--- src/hw/rtl/pts_pkg.sv ---
// ----------------------------------------------------------------------------
// pts_pkg
// Shared widths, codes and structs of the priority task scheduler.
// ----------------------------------------------------------------------------
package pts_pkg;

   // field widths as seen on the ports and carried along the cell chain
   localparam int SLOT_W      = 4;
   localparam int PRIO_W      = 8;
   localparam int CORE_W      = 3;
   localparam int CSR_INDEX_W = 1;

   localparam int DEF_TASK_SLOTS    = 16;
   localparam int DEF_CORE_COUNT    = 8;
   localparam int DEF_PRIORITY_BITS = 8;

   typedef enum logic [1:0] {
      OP_ENQUEUE  = 2'd0,
      OP_SCHEDULE = 2'd1,
      OP_BLOCK    = 2'd2,
      OP_WAKEUP   = 2'd3
   } op_type;

   typedef enum logic [1:0] {
      TS_READY   = 2'd0,
      TS_RUNNING = 2'd1,
      TS_BLOCKED = 2'd2,
      TS_WAITING = 2'd3
   } task_state_type;

   typedef enum logic [1:0] {
      ST_DONE    = 2'd0,
      ST_REFUSED = 2'd1,
      ST_IGNORED = 2'd2
   } status_type;

   typedef enum logic [CSR_INDEX_W-1:0] {
      CSR_THIS_CORE     = 1'b0,
      CSR_IDLE_PRIORITY = 1'b1
   } csr_index_type;

   // running candidate or lookup hit, handed from cell to cell
   typedef struct packed {
      logic                found;
      logic [SLOT_W-1:0]   slot;
      logic [PRIO_W-1:0]   prio;
      task_state_type      state;
      logic [CORE_W-1:0]   core;
   } scan_token_type;

   // command broadcast from the controller to every cell
   typedef struct packed {
      logic                scan;        // pick best ready, else look up query_slot
      logic [SLOT_W-1:0]   query_slot;
      logic                state_wr;
      logic [SLOT_W-1:0]   wr_slot;
      task_state_type      wr_state;
      logic                commit;
      logic [SLOT_W-1:0]   best_slot;
      logic                cur_valid;
      logic [SLOT_W-1:0]   cur_slot;
      logic [SLOT_W-1:0]   new_slot;
      logic [PRIO_W-1:0]   new_prio;
      logic [CORE_W-1:0]   new_core;
   } cell_cmd_type;

endpackage

--- src/hw/rtl/pts_cell.sv ---
// ----------------------------------------------------------------------------
// pts_cell
// One queue position of the task table: holds one task and passes the scan
// token on to the next position every cycle.
// ----------------------------------------------------------------------------
module pts_cell #(
   parameter int STORE_PRIO_W = 8,
   parameter int STORE_CORE_W = 3
) (
   input  logic                          clock,
   input  logic                          reset,
   input  logic                          preload,
   input  pts_pkg::cell_cmd_type         cmd,
   input  logic                          append,
   input  logic [pts_pkg::CORE_W-1:0]    this_core,
   input  logic [pts_pkg::PRIO_W-1:0]    idle_priority,
   input  pts_pkg::scan_token_type       tok_in,
   output pts_pkg::scan_token_type       tok_out
);

   localparam int PW = pts_pkg::PRIO_W;
   localparam int CW = pts_pkg::CORE_W;

   logic                        used_ff, used_in;
   logic [pts_pkg::SLOT_W-1:0]  slot_ff, slot_in;
   pts_pkg::task_state_type     state_ff, state_in;
   logic [STORE_PRIO_W-1:0]     prio_ff, prio_in;
   logic [STORE_CORE_W-1:0]     core_ff, core_in;
   pts_pkg::scan_token_type     pass_ff, pass_in;

   logic                        is_idle;
   logic [PW-1:0]               my_prio;
   logic [CW-1:0]               my_core;
   pts_pkg::scan_token_type     mine;

   // the idle task takes its priority and home core from the live registers
   assign is_idle = (slot_ff == '0);
   assign my_prio = is_idle ? idle_priority : PW'(prio_ff);
   assign my_core = is_idle ? this_core : CW'(core_ff);

   always_comb begin
      mine.found = 1'b1;
      mine.slot  = slot_ff;
      mine.prio  = my_prio;
      mine.state = state_ff;
      mine.core  = my_core;

      pass_in = tok_in;
      if (used_ff) begin
         if (cmd.scan) begin
            if (state_ff == pts_pkg::TS_READY && (!tok_in.found || my_prio > tok_in.prio)) begin
               pass_in = mine;
            end
         end else if (slot_ff == cmd.query_slot) begin
            pass_in = mine;
         end
      end
   end

   always_comb begin
      used_in  = used_ff;
      slot_in  = slot_ff;
      state_in = state_ff;
      prio_in  = prio_ff;
      core_in  = core_ff;

      if (append) begin
         used_in  = 1'b1;
         slot_in  = cmd.new_slot;
         prio_in  = cmd.new_prio[STORE_PRIO_W-1:0];
         core_in  = cmd.new_core[STORE_CORE_W-1:0];
         state_in = pts_pkg::TS_READY;
      end

      if (used_ff && cmd.state_wr && slot_ff == cmd.wr_slot) begin
         state_in = cmd.wr_state;
      end

      // previous task back to ready, chosen one running
      if (used_ff && cmd.commit) begin
         if (slot_ff == cmd.best_slot) begin
            state_in = pts_pkg::TS_RUNNING;
         end else if (cmd.cur_valid && slot_ff == cmd.cur_slot &&
                      state_ff == pts_pkg::TS_RUNNING) begin
            state_in = pts_pkg::TS_READY;
         end
      end
   end

   always_ff @(posedge clock) begin
      if (reset) begin
         used_ff  <= preload;
         slot_ff  <= '0;
         state_ff <= pts_pkg::TS_READY;
      end else begin
         used_ff  <= used_in;
         slot_ff  <= slot_in;
         state_ff <= state_in;
      end
   end

   always_ff @(posedge clock) begin
      prio_ff <= prio_in;
      core_ff <= core_in;
      pass_ff <= pass_in;
   end

   assign tok_out = pass_ff;

endmodule

--- src/hw/rtl/priority_task_scheduler.sv ---
// ----------------------------------------------------------------------------
// priority_task_scheduler
// Fixed-priority preemptive task table for one core, built as a chain of cells.
// ----------------------------------------------------------------------------
// A request is taken when start is high and busy is low; the fields on the
// req_ ports are sampled at that edge. Each request yields exactly one result,
// shown on the rsp_ ports for a single cycle while rsp_valid is high. The
// receiver cannot stall, so results are never held back.
// Enqueue, schedule, block and wakeup walk a token down the chain of
// TASK_SLOTS cells, one cell a cycle; a block first writes the new state of
// the running task before its walk. Requests refused or ignored on their
// fields alone (slot out of range, table full, block with nothing running)
// answer in the next cycle. busy stays high while a walk is under way; a new
// request can be taken in the cycle its result is shown.
// The csr_ port writes this_core (index 0) and idle_priority (index 1); the
// user must do so only while idle; the block does not enforce it. Reset leaves
// only the idle task in slot 0, all tasks ready, none running, registers at 0.
// ----------------------------------------------------------------------------
module priority_task_scheduler #(
   parameter int TASK_SLOTS    = pts_pkg::DEF_TASK_SLOTS,
   parameter int CORE_COUNT    = pts_pkg::DEF_CORE_COUNT,
   parameter int PRIORITY_BITS = pts_pkg::DEF_PRIORITY_BITS
) (
   input  logic                             clock,
   input  logic                             reset,
   input  logic                             start,
   output logic                             busy,
   input  logic [1:0]                       req_op,
   input  logic [pts_pkg::SLOT_W-1:0]       req_task_slot,
   input  logic [pts_pkg::PRIO_W-1:0]       req_task_priority,
   input  logic [pts_pkg::CORE_W-1:0]       req_home_core,
   input  logic [1:0]                       req_block_state,
   output logic                             rsp_valid,
   output logic [1:0]                       rsp_status,
   output logic [pts_pkg::SLOT_W-1:0]       rsp_running_slot,
   output logic                             rsp_switched,
   output logic                             rsp_ipi_request,
   output logic [pts_pkg::CORE_W-1:0]       rsp_ipi_core,
   input  logic                             csr_write_en,
   input  logic [pts_pkg::CSR_INDEX_W-1:0]  csr_index,
   input  logic [pts_pkg::PRIO_W-1:0]       csr_wdata
);

   localparam int SW = pts_pkg::SLOT_W;
   localparam int PW = pts_pkg::PRIO_W;
   localparam int CW = pts_pkg::CORE_W;
   localparam int LEN_W = $clog2(TASK_SLOTS + 1);
   localparam int CNT_W = $clog2(TASK_SLOTS);
   localparam int CELL_PRIO_W = (PRIORITY_BITS < PW) ? PRIORITY_BITS : PW;
   localparam int CELL_CORE_W = (CORE_COUNT <= 2) ? 1 : ((CORE_COUNT <= 4) ? 2 : CW);
   localparam logic [CW-1:0] CORE_SAT = (CORE_COUNT > 8) ? {CW{1'b1}} : CW'(CORE_COUNT - 1);

   typedef enum logic [3:0] {
      S_IDLE     = 4'b0001,
      S_PREWRITE = 4'b0010,
      S_WAIT     = 4'b0100,
      S_FINISH   = 4'b1000
   } fsm_state_type;

   fsm_state_type               state_ff, state_in;
   logic [CNT_W-1:0]            cnt_ff, cnt_in;
   pts_pkg::op_type             op_ff, op_in;
   logic [SW-1:0]               slot_ff, slot_in;
   logic [PW-1:0]               prio_ff, prio_in;
   logic [CW-1:0]               core_ff, core_in;
   pts_pkg::task_state_type     bst_ff, bst_in;
   logic [LEN_W-1:0]            len_ff, len_in;
   logic [SW-1:0]               cur_slot_ff, cur_slot_in;
   logic                        cur_valid_ff, cur_valid_in;
   logic [CW-1:0]               this_core_ff;
   logic [PW-1:0]               idle_prio_ff;

   logic                        rsp_valid_ff, rsp_valid_in;
   pts_pkg::status_type         rsp_status_ff, rsp_status_in;
   logic [SW-1:0]               rsp_slot_ff, rsp_slot_in;
   logic                        rsp_switched_ff, rsp_switched_in;
   logic                        rsp_ipi_ff, rsp_ipi_in;
   logic [CW-1:0]               rsp_ipi_core_ff, rsp_ipi_core_in;

   pts_pkg::cell_cmd_type       cmd;
   logic [TASK_SLOTS-1:0]       append_sel;
   logic                        do_append;
   pts_pkg::scan_token_type     tok_into [TASK_SLOTS];
   pts_pkg::scan_token_type     tok_from [TASK_SLOTS];
   pts_pkg::scan_token_type     tok_last;
   logic [SW-1:0]               best;
   logic [CW-1:0]               home_sat;

   assign tok_last = tok_from[TASK_SLOTS-1];
   assign best     = tok_last.found ? tok_last.slot : '0;
   assign home_sat = (32'(req_home_core) > CORE_COUNT - 1) ? CORE_SAT : req_home_core;

   always_comb begin
      state_in        = state_ff;
      cnt_in          = cnt_ff;
      op_in           = op_ff;
      slot_in         = slot_ff;
      prio_in         = prio_ff;
      core_in         = core_ff;
      bst_in          = bst_ff;
      len_in          = len_ff;
      cur_slot_in     = cur_slot_ff;
      cur_valid_in    = cur_valid_ff;
      rsp_valid_in    = 1'b0;
      rsp_status_in   = rsp_status_ff;
      rsp_slot_in     = rsp_slot_ff;
      rsp_switched_in = rsp_switched_ff;
      rsp_ipi_in      = rsp_ipi_ff;
      rsp_ipi_core_in = rsp_ipi_core_ff;
      do_append       = 1'b0;

      cmd            = '0;
      cmd.scan       = (op_ff == pts_pkg::OP_SCHEDULE) || (op_ff == pts_pkg::OP_BLOCK);
      cmd.query_slot = slot_ff;
      cmd.wr_slot    = slot_ff;
      cmd.wr_state   = pts_pkg::TS_READY;
      cmd.best_slot  = best;
      cmd.cur_valid  = cur_valid_ff;
      cmd.cur_slot   = cur_slot_ff;
      cmd.new_slot   = slot_ff;
      cmd.new_prio   = prio_ff;
      cmd.new_core   = core_ff;

      unique case (state_ff)
         S_IDLE: begin
            if (start) begin
               op_in   = pts_pkg::op_type'(req_op);
               slot_in = req_task_slot;
               prio_in = req_task_priority;
               core_in = home_sat;
               bst_in  = pts_pkg::task_state_type'(req_block_state);
               cnt_in  = '0;
               // answers settled by the fields alone
               rsp_slot_in     = cur_slot_ff;
               rsp_switched_in = 1'b0;
               rsp_ipi_in      = 1'b0;
               rsp_ipi_core_in = '0;
               unique case (pts_pkg::op_type'(req_op))
                  pts_pkg::OP_ENQUEUE: begin
                     if (32'(req_task_slot) >= TASK_SLOTS || len_ff >= LEN_W'(TASK_SLOTS)) begin
                        rsp_valid_in  = 1'b1;
                        rsp_status_in = pts_pkg::ST_REFUSED;
                     end else begin
                        state_in = S_WAIT;
                     end
                  end
                  pts_pkg::OP_SCHEDULE: begin
                     state_in = S_WAIT;
                  end
                  pts_pkg::OP_BLOCK: begin
                     if (!cur_valid_ff) begin
                        rsp_valid_in  = 1'b1;
                        rsp_status_in = pts_pkg::ST_IGNORED;
                     end else begin
                        state_in = S_PREWRITE;
                     end
                  end
                  pts_pkg::OP_WAKEUP: begin
                     if (32'(req_task_slot) >= TASK_SLOTS) begin
                        rsp_valid_in  = 1'b1;
                        rsp_status_in = pts_pkg::ST_IGNORED;
                     end else begin
                        state_in = S_WAIT;
                     end
                  end
                  default: begin
                     state_in = S_IDLE;
                  end
               endcase
            end
         end
         S_PREWRITE: begin
            cmd.state_wr = 1'b1;
            cmd.wr_slot  = cur_slot_ff;
            cmd.wr_state = bst_ff;
            state_in     = S_WAIT;
         end
         S_WAIT: begin
            // wait while the token walks down the chain to its last cell
            cnt_in = cnt_ff + 1'b1;
            if (cnt_ff == CNT_W'(TASK_SLOTS - 1)) begin
               state_in = S_FINISH;
            end
         end
         S_FINISH: begin
            state_in        = S_IDLE;
            rsp_valid_in    = 1'b1;
            rsp_status_in   = pts_pkg::ST_DONE;
            rsp_switched_in = 1'b0;
            rsp_ipi_in      = 1'b0;
            rsp_ipi_core_in = '0;
            case (op_ff)
               pts_pkg::OP_ENQUEUE: begin
                  if (tok_last.found) begin
                     rsp_status_in = pts_pkg::ST_REFUSED;
                  end else begin
                     do_append = 1'b1;
                     len_in    = len_ff + 1'b1;
                  end
               end
               pts_pkg::OP_WAKEUP: begin
                  if (!tok_last.found || tok_last.state != pts_pkg::TS_BLOCKED) begin
                     rsp_status_in = pts_pkg::ST_IGNORED;
                  end else begin
                     cmd.state_wr = 1'b1;
                     cmd.wr_slot  = slot_ff;
                     cmd.wr_state = pts_pkg::TS_READY;
                     if (tok_last.core != this_core_ff) begin
                        rsp_ipi_in      = 1'b1;
                        rsp_ipi_core_in = tok_last.core;
                     end
                  end
               end
               default: begin
                  cmd.commit      = 1'b1;
                  rsp_switched_in = !cur_valid_ff || (cur_slot_ff != best);
                  cur_slot_in     = best;
                  cur_valid_in    = 1'b1;
               end
            endcase
            rsp_slot_in = cur_slot_in;
         end
         default: begin
            state_in = S_IDLE;
         end
      endcase

      for (int i = 0; i < TASK_SLOTS; i++) begin
         append_sel[i] = do_append && (len_ff == LEN_W'(i));
      end
   end

   always_ff @(posedge clock) begin
      if (reset) begin
         state_ff     <= S_IDLE;
         cnt_ff       <= '0;
         len_ff       <= LEN_W'(1);
         cur_slot_ff  <= '0;
         cur_valid_ff <= 1'b0;
         rsp_valid_ff <= 1'b0;
      end else begin
         state_ff     <= state_in;
         cnt_ff       <= cnt_in;
         len_ff       <= len_in;
         cur_slot_ff  <= cur_slot_in;
         cur_valid_ff <= cur_valid_in;
         rsp_valid_ff <= rsp_valid_in;
      end
   end

   always_ff @(posedge clock) begin
      op_ff           <= op_in;
      slot_ff         <= slot_in;
      prio_ff         <= prio_in;
      core_ff         <= core_in;
      bst_ff          <= bst_in;
      rsp_status_ff   <= rsp_status_in;
      rsp_slot_ff     <= rsp_slot_in;
      rsp_switched_ff <= rsp_switched_in;
      rsp_ipi_ff      <= rsp_ipi_in;
      rsp_ipi_core_ff <= rsp_ipi_core_in;
   end

   always_ff @(posedge clock) begin
      if (reset) begin
         this_core_ff <= '0;
         idle_prio_ff <= '0;
      end else if (csr_write_en) begin
         unique case (pts_pkg::csr_index_type'(csr_index))
            pts_pkg::CSR_THIS_CORE:     this_core_ff <= csr_wdata[CW-1:0];
            pts_pkg::CSR_IDLE_PRIORITY: idle_prio_ff <= csr_wdata;
            default:                    idle_prio_ff <= idle_prio_ff;
         endcase
      end
   end

   for (genvar g = 0; g < TASK_SLOTS; g++) begin : g_cell
      if (g == 0) begin : g_head
         assign tok_into[g] = '0;
      end else begin : g_link
         assign tok_into[g] = tok_from[g-1];
      end

      pts_cell #(
         .STORE_PRIO_W (CELL_PRIO_W),
         .STORE_CORE_W (CELL_CORE_W)
      ) u_cell (
         .clock         (clock),
         .reset         (reset),
         .preload       (1'(g == 0)),
         .cmd           (cmd),
         .append        (append_sel[g]),
         .this_core     (this_core_ff),
         .idle_priority (idle_prio_ff),
         .tok_in        (tok_into[g]),
         .tok_out       (tok_from[g])
      );
   end

   assign busy             = (state_ff != S_IDLE);
   assign rsp_valid        = rsp_valid_ff;
   assign rsp_status       = rsp_status_ff;
   assign rsp_running_slot = rsp_slot_ff;
   assign rsp_switched     = rsp_switched_ff;
   assign rsp_ipi_request  = rsp_ipi_ff;
   assign rsp_ipi_core     = rsp_ipi_core_ff;

endmodule

--- config.mk ---
export PLATFORM = sky130hd
export DESIGN_NAME = priority_task_scheduler
export DESIGN_NICKNAME = d
export VERILOG_FILES = /design/src/hw/rtl/pts_pkg.sv /design/src/hw/rtl/pts_cell.sv /design/src/hw/rtl/priority_task_scheduler.sv
export SDC_FILE = /design/constraint.sdc
export NUM_CORES = 2
export LEC_CHECK = 0
export BUFFER_PORTS_ARGS = -buffer_cell sky130_fd_sc_hd__buf_2
export CELL_PAD_IN_SITES_DETAIL_PLACEMENT = 0
export CELL_PAD_IN_SITES_GLOBAL_PLACEMENT = 1
export CORE_MARGIN = 4
export CORE_UTILIZATION = 30
export CTS_BUF_LIST = sky130_fd_sc_hd__clkbuf_8
export CTS_CLUSTER_DIAMETER = 200
export CTS_CLUSTER_SIZE = 40
export DETAILED_ROUTE_END_ITERATION = 6
export GPL_TIMING_DRIVEN = 0
export PLACE_DENSITY = 0.5
export SYNTH_ARGS = -nofsm -noshare
export SYNTH_HDL_FRONTEND = slang
export SYNTH_SLANG_ARGS = --single-unit
--- constraint.sdc ---
create_clock -name clock -period 4.4 [get_ports clock]
set_input_delay 0.44 -clock clock [delete_from_list [all_inputs] [get_ports clock]]
set_output_delay 0.44 -clock clock [all_outputs]
set_load 0.005 [all_outputs]
Yosys cells after proc, flatten, opt, wreduce, memory -nomap -nowiden
Cells that the tools add are included.
- bits in registers: 627
- logic and storage cells: 726
- input bits: 32
- muxes and demuxes: 220
- reductions and logical operators: 192
- order comparisons: 16
- add/sub/neg operators: 2
- equal/unequal tests: 117
- bitwise operators: 3
- operators by type and width (operator ; number):
    18-bit 2-to-1 mux ; 63
    4-bit equality test ; 64
    2-bit 2-to-1 mux ; 84
    8-bit 2-to-1 mux ; 16
    8-bit greater-than comparator ; 15
    1-bit logical AND ; 109
    4-bit logical NOT ; 16
    3-bit 2-to-1 mux ; 20
    5-bit by 4-bit equality test with 1-bit output (second input constant) ; 8
    2-bit by 1-bit equality test with 1-bit output (second input constant) ; 18
    2-bit logical NOT ; 18
    4-bit 2-to-1 mux ; 8
    4-bit case mux with 3 select lines ; 2
    5-bit by 3-bit equality test with 1-bit output (second input constant) ; 4
    1-bit logical OR ; 18
    1-bit logical NOT ; 17
    4-bit case mux with 2 select lines ; 2
    1-bit 2-to-1 mux ; 14
    7-bit 2-to-1 mux ; 2
    7-bit case mux with 2 select lines ; 1
    3-bit inequality test (second input constant) ; 4
    2-bit case mux with 2 select lines ; 3
    2-bit AND reduction ; 6
    5-bit by 2-bit equality test with 1-bit output (second input constant) ; 2
    other kinds (23) ; 36

Longest topological paths before layout
- depth after elaboration: 11
- mapped depth: 14
- depth with buffers taken out: 10

Modules after synthesis
A second synthesis with hierarchy kept.
- cell total of the unflattened synthesis: 3335
- area total of the unflattened synthesis: 35073.6 sq um
- modules (own cells, without submodules) (module ; cells each ; times used ; area an instance (sq um)):
    pts_cell (g_cell[3].u_cell ...) ; 159 ; 7 ; 1866.8
    pts_cell (g_cell[14].u_cell ...) ; 263 ; 4 ; 2358.5
    pts_cell (g_cell[0].u_cell ...) ; 159 ; 4 ; 1854.3
    priority_task_scheduler ; 268 ; 1 ; 2771.4
    pts_cell (g_cell[13].u_cell) ; 266 ; 1 ; 2383.5

Worst setup path before layout
Ideal clock, no wire load.
- kind: reg-to-reg
- from: reg g_cell[3].u_cell.slot_ff[0] (netlist name)
- to: reg g_cell[3].u_cell.pass_ff (netlist bit g_cell[3].u_cell.tok_out[10])
- slack: 617 ps
- clock period less this slack: 3783 ps
- setup time: 121 ps
- data arrival time: 3663 ps
- cell stages (with the launch flop): 14
- cell sequence: dfxtp_1 > clkbuf_1 > nor4_1 > clkbuf_1 > mux2_2 > ha_1 > a21o_1 > a21oi_1 > nor2b_1 > o22ai_1 > o311ai_0 > a21boi_1 > clkbuf_1 > mux2_2
- RTL lines (item ; line ; RTL):
    from (decl) ; pts_cell.sv:25 ; logic [pts_pkg::SLOT_W-1:0] slot_ff, slot_in;
    from (signal assigned) ; pts_cell.sv:97 ; slot_ff <= slot_in;
    to (signal assigned) ; pts_cell.sv:105 ; pass_ff <= pass_in;
    to (decl) ; pts_cell.sv:29 ; pts_pkg::scan_token_type pass_ff, pass_in;

Worst setup path after layout
- from: reg op_ff[1]
- to: reg rsp_slot_ff[3] (netlist: rsp_running_slot[3]) (data pin)
- longest elaborated chain between the ends: 4
- elaborated cells on any way between the ends: 5
- classes of those cells: 1 x eq/ne; 2 x mux; 2 x reduce/logical
- ends and longest elaborated chain (item ; line ; RTL):
    from (decl) ; priority_task_scheduler.sv:62 ; pts_pkg::op_type op_ff, op_in;
    from (signal assigned) ; priority_task_scheduler.sv:252 ; op_ff <= op_in;
    2-bit equality test or 2-bit logical NOT (tied branches) ; priority_task_scheduler.sv:192 ; case (op_ff)
    2-bit OR reduction (no source line) * ; -- ;
    4-bit 2-to-1 mux * ; priority_task_scheduler.sv:192 ;
    4-bit case mux with 2 select lines * ; priority_task_scheduler.sv:124 ; unique case (state_ff)
    via rsp_slot_in[3] ; priority_task_scheduler.sv:75 ; logic [SW-1:0] rsp_slot_ff, rsp_slot_in;
    to (signal assigned) ; priority_task_scheduler.sv:258 ; rsp_slot_ff <= rsp_slot_in;
    to (decl) ; priority_task_scheduler.sv:75 ;
Mark *: on every way through the listed nets, which the timed path passes. The rest lies on a longest branch.
A chain may end at the register's enable or synchronous reset.

==> flow_metrics.tcl <==
set metrics [dict create \
    worst_slew_pin_slew_ns 1.44 \
    design.core.area_mm2 0.0986 \
    firstDrtPassIters 5 \
    chipHeight_um 324 \
    layout.nets 3162 \
    io-pin-count 45 \
    cts-root-buf "clkbuf_8" \
    ys.flop_type "dfxtp_1" \
    hold_class "primary input to register" \
    path_buf_inv 4 \
    startpoint_type "register" \
    synth_area_mm2 0.0299 \
    fmax_ghz 0.230 \
    cpPeakStageDelay_ns 0.91 \
    syn2layout_area_growth_pct 8.90 \
    final_common_cell "dfxtp_1" \
    status "completed" \
    viasPerCell 5.05 \
    drive_above_1_share_pct 13.8 \
    cts_tree "done" \
    grt_usage_pct 21.1 \
    p_total_uw 10200 \
    drcViolationCount 0 \
    fin_tns_setup_ns 0 \
    die_w_um 324 \
    period_needed_ns 4.34 \
    grt_pass1_vias 21800 \
    path_class "register to register" \
    port_buffers 41 \
    grt_max_degree 42 \
    cp_cell_sequence "inv_1 > ha_1 > clkbuf_1 > clkbuf_2 > nand2_1 > clkbuf_1 > o21ai_0" \
    leakage_uw 0.0123 \
    globalplace.congestion 0.904 \
    yosysWarnings 0 \
    start_util_pct 30.3 \
    avgSynthCellArea_um2 10.3 \
    postCtsSetupBuffers 0 \
    multi_input_area_mm2 0.0141 \
    drt-initial-drc-count 1728 \
    grt_pass1_wl_um 159000 \
    overflow 0 \
    cts_buffers 19 \
    path_max_fanout 10 \
    postSynthCellCount 2915 \
    cp_common_cell "clkbuf_1" \
    wirelength_um 112000 \
    max-slew-margin-rel_pct 2.35 \
    synth-seq-area-share_pct 48.9 \
    placed_area_mm2 0.0317 \
    slew_viol_final 0 \
    r2r_setup_slack_ns 0.06 \
    dieArea_mm2 0.105 \
    synth-edff-count 206 \
    core.rowCount 115 \
    crit_family "buffers and inverters" \
    clk_latency_ns 0.74 \
    ctsHtreeMaxLevel 1 \
    hpwl_um 80000 \
    fin_crit_sh_pct 98.7 \
    ys_types 73 \
    arrival_ns 4.75 \
    clkTransAtPathRegs_ns 0.25 \
    clock_skew_ns 0.0463 \
    final_cell_mix "dfxtp_1 (421), nand2_1 (301), mux2_2 (269), edfxtp_1 (206), inv_1 (181)" \
    ir_drop_mv 0.215 \
    fill_cells 10000 \
    cp_data_required_time_ns 4.81 \
    async_reset_ff_share_pct 0 \
    critPathSlowestCell "o21ai_0" \
    final_antenna_net_count 0 \
    endpoint_kind "register" \
    antenna_found_initial 4 \
    grt_setup_unrepaired "no" \
    wl_per_cell_um 26.0 \
    cts_sinks 627 \
    power.density_mw_per_mm2 313 \
    setup_viol 0 \
    ff_latch_area_mm2 0.0146 \
    hold_violations 0 \
    syn_nets 3075 \
    final_design_area_no_fill_mm2 0.0326 \
    cts_max_path_buffers 3 \
    drv_cap 0 \
    synth-seq-cells 627 \
    via_count 21700 \
]
state kept, by name (all words and copies together), names as in the netlist, 5 cells and up:
signal	count
g_cell.u_cell.core_ff	48
g_cell.u_cell.prio_ff	128
g_cell.u_cell.slot_ff	64
g_cell.u_cell.state_ff	32
g_cell.u_cell.tok_out	280
g_cell.u_cell.used_ff	15
idle_prio_ff	8
len_ff	5
prio_ff	8
layout make-up:
class	instances	area share, %
flip-flops and latches	627	44.9
repair buffers	68	1.46
inverters	168	1.94
well taps	1287	4.95
clock inverters	14	0.200
diodes	6	0.0461
plain buffers	197	2.45
clock buffers	19	0.803
multi-input cells	1921	43.3
worst min-delay path, stage by stage:
cell,delay (ns)
buf_2,0.10
nand3_1,0.12
a21oi_1,0.08
Yosys cell counts (12+ instances only):
library cell / number / area (um2)
dfxtp_1: 421 / 8430
nand2_1: 301 / 1130
mux2_2: 269 / 3030
edfxtp_1: 206 / 6190
inv_1: 168 / 631
clkbuf_1: 165 / 619
xnor2_1: 150 / 1310
nor2_1: 146 / 548
a21oi_1: 145 / 726
ha_1: 128 / 1600
o21ai_0: 122 / 611
nand3_1: 79 / 395
xor2_1: 79 / 692
mux2i_1: 74 / 741
nand4_1: 42 / 263
nor4_1: 38 / 238
nor3_1: 36 / 180
nor2b_1: 31 / 194
o21a_1: 31 / 233
a21o_1: 27 / 203
buf_1: 22 / 82.6
nand2b_1: 18 / 113
a22o_1: 14 / 123
and3_1: 14 / 87.6
a31oi_1: 13 / 81.3
a32o_1: 13 / 130
buf_2: 12 / 60.1
nor3b_1: 12 / 90.1
metal layers:
| layer | up-vias | wire, um | track usage (%) |
|---|---|---|---|
| li1 | 10300 | - | - |
| met3 | 114 | 5490 | 2.17 |
| met5 | - | 0 | 0 |
| met4 | 0 | 2710 | 4.61 |
| met1 | 10700 | 52500 | 29.8 |
| met2 | 621 | 51400 | 35.0 |
through the flow:
step,hold WS [ns],setup WS [ns],utilization (%),instances
floorplan,0.401,0.617,-,2915
global placement,0.416,-1.67,32.2,4243
detailed placement,0.421,-1.37,32.2,4245
CTS,0.00223,0.00925,33.0,4302
global route,0.0229,0.00913,33.0,4303
finish,0.0404,0.0589,33.0,4307
final timing paths:
path                                                           start                                   end  cells after the start
worst max-delay path                              op_ff[1]$_DFFE_PP_         rsp_running_slot[3]$_DFFE_PP_                      7
worst min-delay path                                    csr_wdata[7]          idle_prio_ff[7]$_SDFFE_PP0P_                      3
worst max register to register                    op_ff[1]$_DFFE_PP_         rsp_running_slot[3]$_DFFE_PP_                      7
worst min register to register  g_cell[14].u_cell.tok_out[0]$_DFF_P_  g_cell[15].u_cell.tok_out[0]$_DFF_P_                      1
what timing repair did:
action                                  CTS  global route
hold buffers                             25             0
gates resized for setup                  51            19
endpoints found under the hold margin    26             0
endpoints found under the setup margin  245            81
power breakdown:
part	switching, uW	total, uW	internal, uW	leakage, uW
combinational	993	1500	507	0.00681
sequential	259	6480	6220	0.00528
clock	1790	2210	422	0.000213
total	3040	10200	7150	0.0123
cell families (layout without fill, tap and decap cells):
group / after synthesis / count (layout) / synth area share [%]
flops: 627 / 627 / 48.9
xor+xnor: 229 / 229 / 6.71
other cells: 0 / 6 / 0
buf+inv: 367 / 466 / 4.66
compound gates: 439 / 439 / 9.13
fa+ha+maj: 128 / 128 / 5.36
simple gates: 780 / 780 / 12.6
mux: 345 / 345 / 12.7
Power figures use the tool's default switching activity.
